<file path="src/hw/rtl/bf_pkg.sv">
// Shared constants, codes and types of the 3x3 box filter.
// No dependencies; imported by the interfaces and every module.
package bf_pkg;

  // default sizes, handed down as top-level parameters
  localparam int DEF_MAX_WIDTH  = 1024;
  localparam int DEF_MAX_HEIGHT = 4096;
  localparam int DEF_PIXEL_BITS = 16;

  // fixed field and register widths
  localparam int FW_BITS        = 11;
  localparam int FH_BITS        = 13;
  localparam int MV_BITS        = 16;
  localparam int CFG_DATA_BITS  = 16;
  localparam int CFG_INDEX_BITS = 2;
  localparam int PIX_FIELD_BITS = 16;
  localparam int FILT_BITS      = 16;

  // register values after reset
  localparam logic [FW_BITS-1:0] FW_RESET = FW_BITS'(640);
  localparam logic [FH_BITS-1:0] FH_RESET = FH_BITS'(480);
  localparam logic [MV_BITS-1:0] MV_RESET = MV_BITS'(255);

  // register map
  typedef enum logic [CFG_INDEX_BITS-1:0] {
    CFG_FRAME_WIDTH  = 2'd0,
    CFG_FRAME_HEIGHT = 2'd1,
    CFG_MAX_VALUE    = 2'd2
  } cfg_reg_t;

  // input beat kinds
  typedef enum logic {
    KIND_PIXEL = 1'b0,
    KIND_FLUSH = 1'b1
  } kind_t;

  // per-beat control carried down the pipeline
  typedef struct packed {
    logic emit;
    logic interior;
    logic last;
  } bf_meta_t;

endpackage

</file>
<file path="src/hw/rtl/bf_cell.sv">
// One window cell: holds a three-row column of the 3x3 window and its column sum.
// Depends on bf_pkg for the default pixel width; chained by the top level.
module bf_cell import bf_pkg::*; #(
  parameter int PIXEL_BITS = DEF_PIXEL_BITS
) (
  input  logic                       clk,
  input  logic                       rst,
  input  logic                       shift,
  input  logic [2:0][PIXEL_BITS-1:0] col_in,
  output logic [2:0][PIXEL_BITS-1:0] col,
  output logic [PIXEL_BITS+1:0]      col_sum
);

  // take the neighbour's column on a shift, summing it on the way in
  always_ff @(posedge clk) begin
    if (rst) begin
      col     <= '0;
      col_sum <= '0;
    end else if (shift) begin
      col     <= col_in;
      col_sum <= (PIXEL_BITS+2)'(col_in[0]) + (PIXEL_BITS+2)'(col_in[1])
               + (PIXEL_BITS+2)'(col_in[2]);
    end
  end

endmodule

</file>
<file path="config.mk">
export PLATFORM = sky130hd
export DESIGN_NAME = bf_cell
export DESIGN_NICKNAME = d
export VERILOG_FILES = /design/src/hw/rtl/bf_pkg.sv /design/src/hw/rtl/bf_cell.sv
export SDC_FILE = /design/constraint.sdc
export NUM_CORES = 1
export LEC_CHECK = 0
export BUFFER_PORTS_ARGS = -buffer_cell sky130_fd_sc_hd__buf_2
export CAP_MARGIN = 25
export CORE_MARGIN = 4
export CORE_UTILIZATION = 36
export CTS_BUF_LIST = sky130_fd_sc_hd__clkbuf_8
export CTS_CLUSTER_SIZE = 28
export DETAILED_ROUTE_END_ITERATION = 10
export PLACE_DENSITY_LB_ADDON = 0.1
export SLEW_MARGIN = 20
export SYNTH_ARGS = -nofsm -noshare
export SYNTH_HDL_FRONTEND = slang
export SYNTH_SLANG_ARGS = --single-unit
</file>
<file path="constraint.sdc">
create_clock -name clk -period 3 [get_ports clk]
set_clock_uncertainty 0.05 [all_clocks]
set_input_delay 0.45 -clock clk [delete_from_list [all_inputs] [get_ports clk]]
set_output_delay 0.45 -clock clk [all_outputs]
set_load 0.05 [all_outputs]
</file>
## Word level (Yosys, flattened, before mapping)

Cells that the tools add are included.

- Register bits after elaboration: 66
- Input bits: 51
- Output and inout bits: 66
- Word-level logic and storage cells: 6

- $add $sub $neg: 2

Operator list:

| operator | number |
|---|---|
| adder 17 x 16 -> 18 bit | 1 |
| adder 16 x 16 -> 17 bit | 1 |

## Longest topological paths before layout

Gate-level depths: netlist (run 1).

- Depth in word-level cells: 2
- Mapped depth: 11
- Mapped depth without buffers: 11

## Worst setup path after synthesis (run 1)

OpenSTA, ideal clock, no wires.

- Path kind: input to register
- From: input col_in[1] (netlist bit)
- To: register col_sum[9]
- Setup time: 0.127 ns
- Data arrival time: 2.618 ns
- Data required time: 2.823 ns
- Path slack: 0.205 ns
- Stages on the path: 9
- Path buffers: 0
- Path through: fa_1 -> ha_1 -> fa_1 -> a21oi_1 -> o21ai_0 -> a21oi_1 -> o21ai_0 -> nor4bb_1 -> or3_1

- Cells in the longest elaborated chain, start to end: 2

RTL lines:

| element | RTL line | source |
|---|---|---|
| start: declaration | bf_cell.sv:9 | `input logic [2:0][PIXEL_BITS-1:0] col_in,` |
| adder 16 x 16 -> 17 bit | bf_cell.sv:21 | `col_sum <= (PIXEL_BITS+2)'(col_in[0]) + (PIXEL_BITS+2)'(col_in[1])` |
| adder 17 x 16 -> 18 bit | bf_cell.sv:22 | `+ (PIXEL_BITS+2)'(col_in[2]);` |
| end signal: assignment | bf_cell.sv:21 |  |
| end: declaration | bf_cell.sv:11 | `output logic [PIXEL_BITS+1:0] col_sum` |

Every way passes these cells.
A chain may end at the register's enable or synchronous reset.

## Worst setup path in the final report (run 1)

Same ends and word-level chain as after synthesis.

==> flow_metrics.env, run 1 <==
export IMPL_layout_nets=537
export IMPL_period_share_pct=88.4
export IMPL_final_min_clock_period_ns=2.65
export IMPL_hold_viol=0
export IMPL_grtUsageTotal_pct=15.0
export IMPL_yosys_warnings=0
export IMPL_holdBufCountCts=0
export IMPL_cts_sinks=66
export IMPL_drive_gt1_share_pct=31.6
export IMPL_routed_via_density=4.86
export IMPL_status="complete, no violations"
export IMPL_arrival_ns=2.83
export IMPL_final_max_slew_violation_count=0
export IMPL_grt_pass1_vias=2820
export IMPL_yosysTopAreaCell="dfxtp_1"
export IMPL_cts_root_buffer="clkbuf_8"
export IMPL_critical_path_max_stage_delay_ns=0.47
export IMPL_tightest_slew_ns=0.858
export IMPL_postSynthAreaPerCell_sq_um=9.99
export IMPL_rr_worst_depth=2
export IMPL_dp_hpwl_um=5930
export IMPL_crit_path_start_kind="primary input"
export IMPL_cp_required_ns=3.17
export IMPL_dieArea_sq_um=10900
export IMPL_cts_tree="yes"
export IMPL_wl_per_cell_um=13.9
export IMPL_powerDensity_nw_per_um2=648
export IMPL_antennaDiodeCount=0
export IMPL_synthToLayoutAreaGrowth_pct=28.0
export IMPL_final_cells=567
export IMPL_first_pass_iters=4
export IMPL_synth_area_sq_um=3350
export IMPL_num_vias=2755
export IMPL_io_pins=117
export IMPL_dp_cells=551
export IMPL_grt_ovfl_total=0
export IMPL_clkLatencyLatePin_ns=0.33
export IMPL_first_iter_violations=135
export IMPL_min_path_cells=3
export IMPL_cts_made_buffers=9
export IMPL_clk_pin_slew_ns=0.07
export IMPL_antenna_found_initial=0
export IMPL_hold_end="col[15]$_SDFFE_PP0P_"
export IMPL_clockBufferDepth=2
export IMPL_async_flop_share_pct=0
export IMPL_htreeDepth=3
export IMPL_max_cap_violations=0
export IMPL_ant_nets=0
export IMPL_hp_class="primary input to register"
export IMPL_synth_edf_count=0
export IMPL_die_h_um=104
export IMPL_r2r_setup_slack_ns=2.08
export IMPL_path_cells="buf_2, fa_1, ha_1, fa_1, a21oi_1, o21ai_0, a21oi_1, o21ai_0, nor4bb_1, or3_1"
export IMPL_synth_ff_type="dfxtp_1"
export IMPL_die_x_um=104
export IMPL_setup_viol=0
export IMPL_routed_wl_um=7880
export IMPL_min_from="col_in[15]"
export IMPL_grt_setup_unrepaired="false"
export IMPL_holdWs_ns=0.314
export IMPL_power_leakage_nw=2.16
export IMPL_core_area_sq_um=8890
export IMPL_peakVddDrop_v=0.000280
export IMPL_fmax_mhz=377
export IMPL_path_class="primary input to register"
export IMPL_synthTopCellsByArea="dfxtp_1 (39%), mux2i_1 (16%), fa_1 (10%), nor2_1 (6.7%), ha_1 (5.6%)"
export IMPL_grt_pass1_wl_um=13400
export IMPL_rows=34
export IMPL_drc_errors=0
export IMPL_synth_nets=418
export IMPL_synthCells=335
export IMPL_synth_top_area_share_pct=39.5
export IMPL_ctsResizeCount=0
export IMPL_worstReg2RegStart="col_sum[9]$_SDFFE_PP0P_"
export IMPL_yosysSeqAreaShare_pct=39.5
export IMPL_endpoint_kind="register"
export IMPL_fill_cells=866
export IMPL_start_util_pct=37.7
export IMPL_postCtsSetupRepairBufs=0
export IMPL_worst_r2r_endpoint="col_sum[9]$_SDFFE_PP0P_"
export IMPL_ys_ff_latch=66
export IMPL_port_buffers=116
export IMPL_ys_types=41
export IMPL_critPathSlowestCell="fa_1"
export IMPL_grt_max_degree=62
export IMPL_crit_fanout=2
export IMPL_slew_headroom_pct=42.8
export IMPL_finalWeightedCongestion=0.798
[worst max-delay path, delay by kind of cell]
family	cells	cell delay (ns)
compound gates	4	0.61
fa+ha+maj	3	1.10
buf+inv	1	0.12
simple gates	2	0.54
[where the power goes]
group	leakage [nW]	internal, mW	switching, mW
combinational	1.51	0.330	0.640
clock	0.105	0.466	0.349
sequential	0.545	0.955	0.0348
total	2.16	1.75	1.02
[stage by stage]
| stage | setup TNS (ns) | total power [mW] | util (%) | instance area (sq um) | worst slack (ns) |
|---|---|---|---|---|---|
| after detailed placement | -0.0109 | 1.99 | 45.7 | 4070 | -0.0109 |
| after global placement | 0 | 1.98 | 45.7 | 4070 | 0.0387 |
| after floorplan | 0 | 1.72 | - | 3350 | 0.205 |
| final | 0 | 2.77 | 48.2 | 4280 | 0.347 |
| after global routing | 0 | 2.95 | 48.2 | 4280 | 0.168 |
| after CTS | 0 | 2.82 | 48.2 | 4280 | 0.356 |
[state kept, by name, summed over array words and instances (netlist names)]
name	cells
col_sum	18
col	48
[synthesized netlist by cell type (3+ instances only)]
cell	number
fa_1	17
clkbuf_1	14
a21oi_1	14
dfxtp_1	66
nand2b_1	7
a211oi_1	3
mux2i_1	55
nor2_1	60
a21o_1	6
inv_1	10
a31oi_1	3
o21ai_0	9
nor3_1	3
ha_1	15
xnor2_1	6
nand2_1	14
[cells by family after synthesis]
family	after synthesis	share of synthesized area [%]
AND/OR/NAND/NOR	99	13.3
AO/OA/AOI/OAI	49	10.0
multiplexers	55	16.4
adder cells (fa/ha/maj)	32	15.8
buffers and inverters	26	2.91
XOR/XNOR	8	2.09
flip-flops	66	39.5
[final cells by class]
type / count / area, sq um / share of cell area (%)
multi-input cells: 243 / 1930 / 45.0
flip-flops and latches: 66 / 1320 / 30.8
repair buffers: 124 / 643 / 15.0
well taps: 108 / 135 / 3.15
clock buffers: 9 / 124 / 2.89
clock inverters: 7 / 93.8 / 2.19
inverters: 10 / 37.5 / 0.876
[layout by cell type, fill, tap and decap left out, types with 2 or more instances in the layout]
master	n
buf_2	115
dfxtp_1	66
nor2_1	60
mux2i_1	55
fa_1	17
ha_1	15
nand2_1	14
a21oi_1	14
inv_1	10
o21ai_0	9
clkbuf_8	9
buf_4	9
nand2b_1	7
a21o_1	6
xnor2_1	6
a31oi_1	3
nor3_1	3
a211oi_1	3
nor2b_1	2
o211ai_1	2
o31ai_1	2
nand3_1	2
o22ai_1	2
or3_1	2
xor2_1	2
clkinvlp_4	2
bufinv_16	2
clkinv_2	2
[worst max path at each step]
stage / start / endpoint / slack, ns / cells after the start
2_1_floorplan: col_in[1] / col_sum[9]$_SDFFE_PP0P_ / 0.20 / 9
3_3_place_gp: col_in[1] / col_sum[9]$_SDFFE_PP0P_ / 0.04 / 10
3_5_place_dp: col_in[1] / col_sum[9]$_SDFFE_PP0P_ / -0.01 / 10
4_1_cts: col_in[1] / col_sum[9]$_SDFFE_PP0P_ / 0.36 / 10
5_1_grt: col_in[1] / col_sum[9]$_SDFFE_PP0P_ / 0.17 / 10
6_report: col_in[1] / col_sum[9]$_SDFFE_PP0P_ / 0.35 / 10
[layer usage]
metal	up-vias	wire length, um	global-route usage [%]
met2	86	3380	22.9
met4	0	138	6.55
met3	11	510	3.48
met1	1261	3850	20.1
li1	1397	-	-
met5	-	0	0
No activity file was read; power rests on OpenSTA's default activity.
==> inputs of run 2 (changes only) <==
CORE_MARGIN = default   (was 4)
==> flow_metrics.env, run 2 (same netlist as run 1, synthesis figures left out) <==
export IMPL_top_usage_layer="met2"
export IMPL_arrival_ns=2.86
export IMPL_synthToLayoutAreaGrowth_pct=26.6
export IMPL_rows=34
export IMPL_power_leakage_nw=2.14
export IMPL_clkLatencyLatePin_ns=0.33
export IMPL_num_vias=2750
export IMPL_mostFrequentLayoutCells="buf_2 (115), dfxtp_1 (66), nor2_1 (60)"
export IMPL_routed_via_density=4.85
export IMPL_grt_ovfl_total=0
export IMPL_first_iter_violations=113
export IMPL_port_buffers=116
export IMPL_antennaDiodeCount=0
export IMPL_tightest_slew_ns=0.946
export IMPL_clockBufferDepth=2
export IMPL_powerDensity_nw_per_um2=616
export IMPL_layout_nets=537
export IMPL_crit_fanout=2
export IMPL_postCtsSetupRepairBufs=0
export IMPL_cts_made_buffers=9
export IMPL_path_class="primary input to register"
export IMPL_die_h_um=98.4
export IMPL_critPathSlowestCell="fa_1"
export IMPL_peakVddDrop_v=0.000275
export IMPL_start_util_pct=37.8
export IMPL_grt_util_met3_pct=3.69
export IMPL_crit_path_start_kind="primary input"
export IMPL_core_area_sq_um=8850
export IMPL_failed_checks="design-rule violations"
export IMPL_period_share_pct=89.7
export IMPL_ant_nets=0
export IMPL_cp_required_ns=3.16
export IMPL_path_cells="buf_2, fa_1, ha_1, fa_1, a21oi_1, o21ai_0, a21oi_1, o21ai_0, nor4bb_1, or3_1"
export IMPL_grt_util_met2_pct=24.4
export IMPL_grt_pass1_vias=2601
export IMPL_hp_class="primary input to register"
export IMPL_drc_errors=7
export IMPL_ctsResizeCount=0
export IMPL_fmax_mhz=371
export IMPL_grtUsageTotal_pct=16.4
export IMPL_drive_gt1_share_pct=31.4
export IMPL_holdBufCountCts=0
export IMPL_layout_commonest_cell="buf_2"
export IMPL_final_min_clock_period_ns=2.69
export IMPL_place_area_sq_um=4070
export IMPL_top_register="col"
export IMPL_max_cap_violations=0
export IMPL_grt_setup_unrepaired="false"
export IMPL_setup_viol=0
export IMPL_die_x_um=98.4
export IMPL_cts_root_buffer="clkbuf_8"
export IMPL_cts_sinks=66
export IMPL_largest_reg_flops=48
export IMPL_reg_top3="col: 48 flops, col_sum: 18 flops"
export IMPL_antenna_found_initial=0
export IMPL_finalWeightedCongestion=0.748
export IMPL_grt_pass1_wl_um=12600
export IMPL_hold_viol=0
export IMPL_cts_tree="yes"
export IMPL_io_pins=117
export IMPL_grt_max_degree=64
export IMPL_met1_usage_pct=23.1
export IMPL_status="complete, but fails checks"
export IMPL_routed_wl_um=7610
export IMPL_htreeDepth=3
export IMPL_slew_headroom_pct=36.9
export IMPL_final_max_slew_violation_count=0
export IMPL_wl_per_cell_um=13.4
export IMPL_clk_pin_slew_ns=0.07
export IMPL_fin_total_pwr_mw=2.61
export IMPL_first_pass_iters=11
export IMPL_dieArea_sq_um=9690
export IMPL_final_area_sq_um=4240
export IMPL_setup_tns_ns=0
export IMPL_endpoint_kind="register"
export IMPL_critical_path_max_stage_delay_ns=0.49
export IMPL_dp_hpwl_um=5640
run 2: changes by cell type in the layout (fill, tap and decap cells not counted):
cell	previous run	this run
bufinv_16	2	0
clkbuf_8	9	10
clkinv_2	2	3
clkinv_4	1	0
inv_1	10	11
run 2: final timing paths:
path | from | endpoint | slack (ns) | depth (start not counted)
worst max register to register | col_sum[9]$_SDFFE_PP0P_ | col_sum[9]$_SDFFE_PP0P_ | 2.07 | 2
worst min register to register | col_sum[10]$_SDFFE_PP0P_ | col_sum[10]$_SDFFE_PP0P_ | 0.42 | 2
worst min-delay path | col_in[47] | col[47]$_SDFFE_PP0P_ | 0.32 | 3
worst max-delay path | col_in[1] | col_sum[9]$_SDFFE_PP0P_ | 0.31 | 10
run 2: routing by layer:
layer  share of wire (%)  wire length [um]
met5                   0                 0
met4                 1.2                91
met3                 5.2               399
met2                  43              3270
met1                  51              3850
run 2: worst max-delay path: cells and delay by family:
kind	cells	cell delay, ns
compound gates	4	0.62
simple gates	2	0.54
fa+ha+maj	3	1.13
buf+inv	1	0.12
run 2: stage by stage:
stage	setup slack (ns)	cells	hold slack, ns	util [%]
2_1_floorplan	0.205	335	0.547	-
5_1_grt	0.155	567	0.307	47.9
6_report	0.308	567	0.320	47.9
4_1_cts	0.307	567	0.302	47.9
3_3_place_gp	0.0175	551	0.397	46.0
3_5_place_dp	-0.0446	551	0.406	46.0
run 2: power breakdown:
part | internal (mW) | total [mW] | switching, mW
Clock | 0.315 | 0.648 | 0.333
Combinational | 0.331 | 0.970 | 0.639
Sequential | 0.956 | 0.991 | 0.0356
run 2: layout make-up:
class / instances / area, sq um
timing repair buffer: 124 / 643
clock buffer: 10 / 138
multi-input combinational: 243 / 1930
tap: 108 / 135
fill: 880 / 4610
sequential: 66 / 1320
inverter: 10 / 37.5
clock inverter: 6 / 33.8
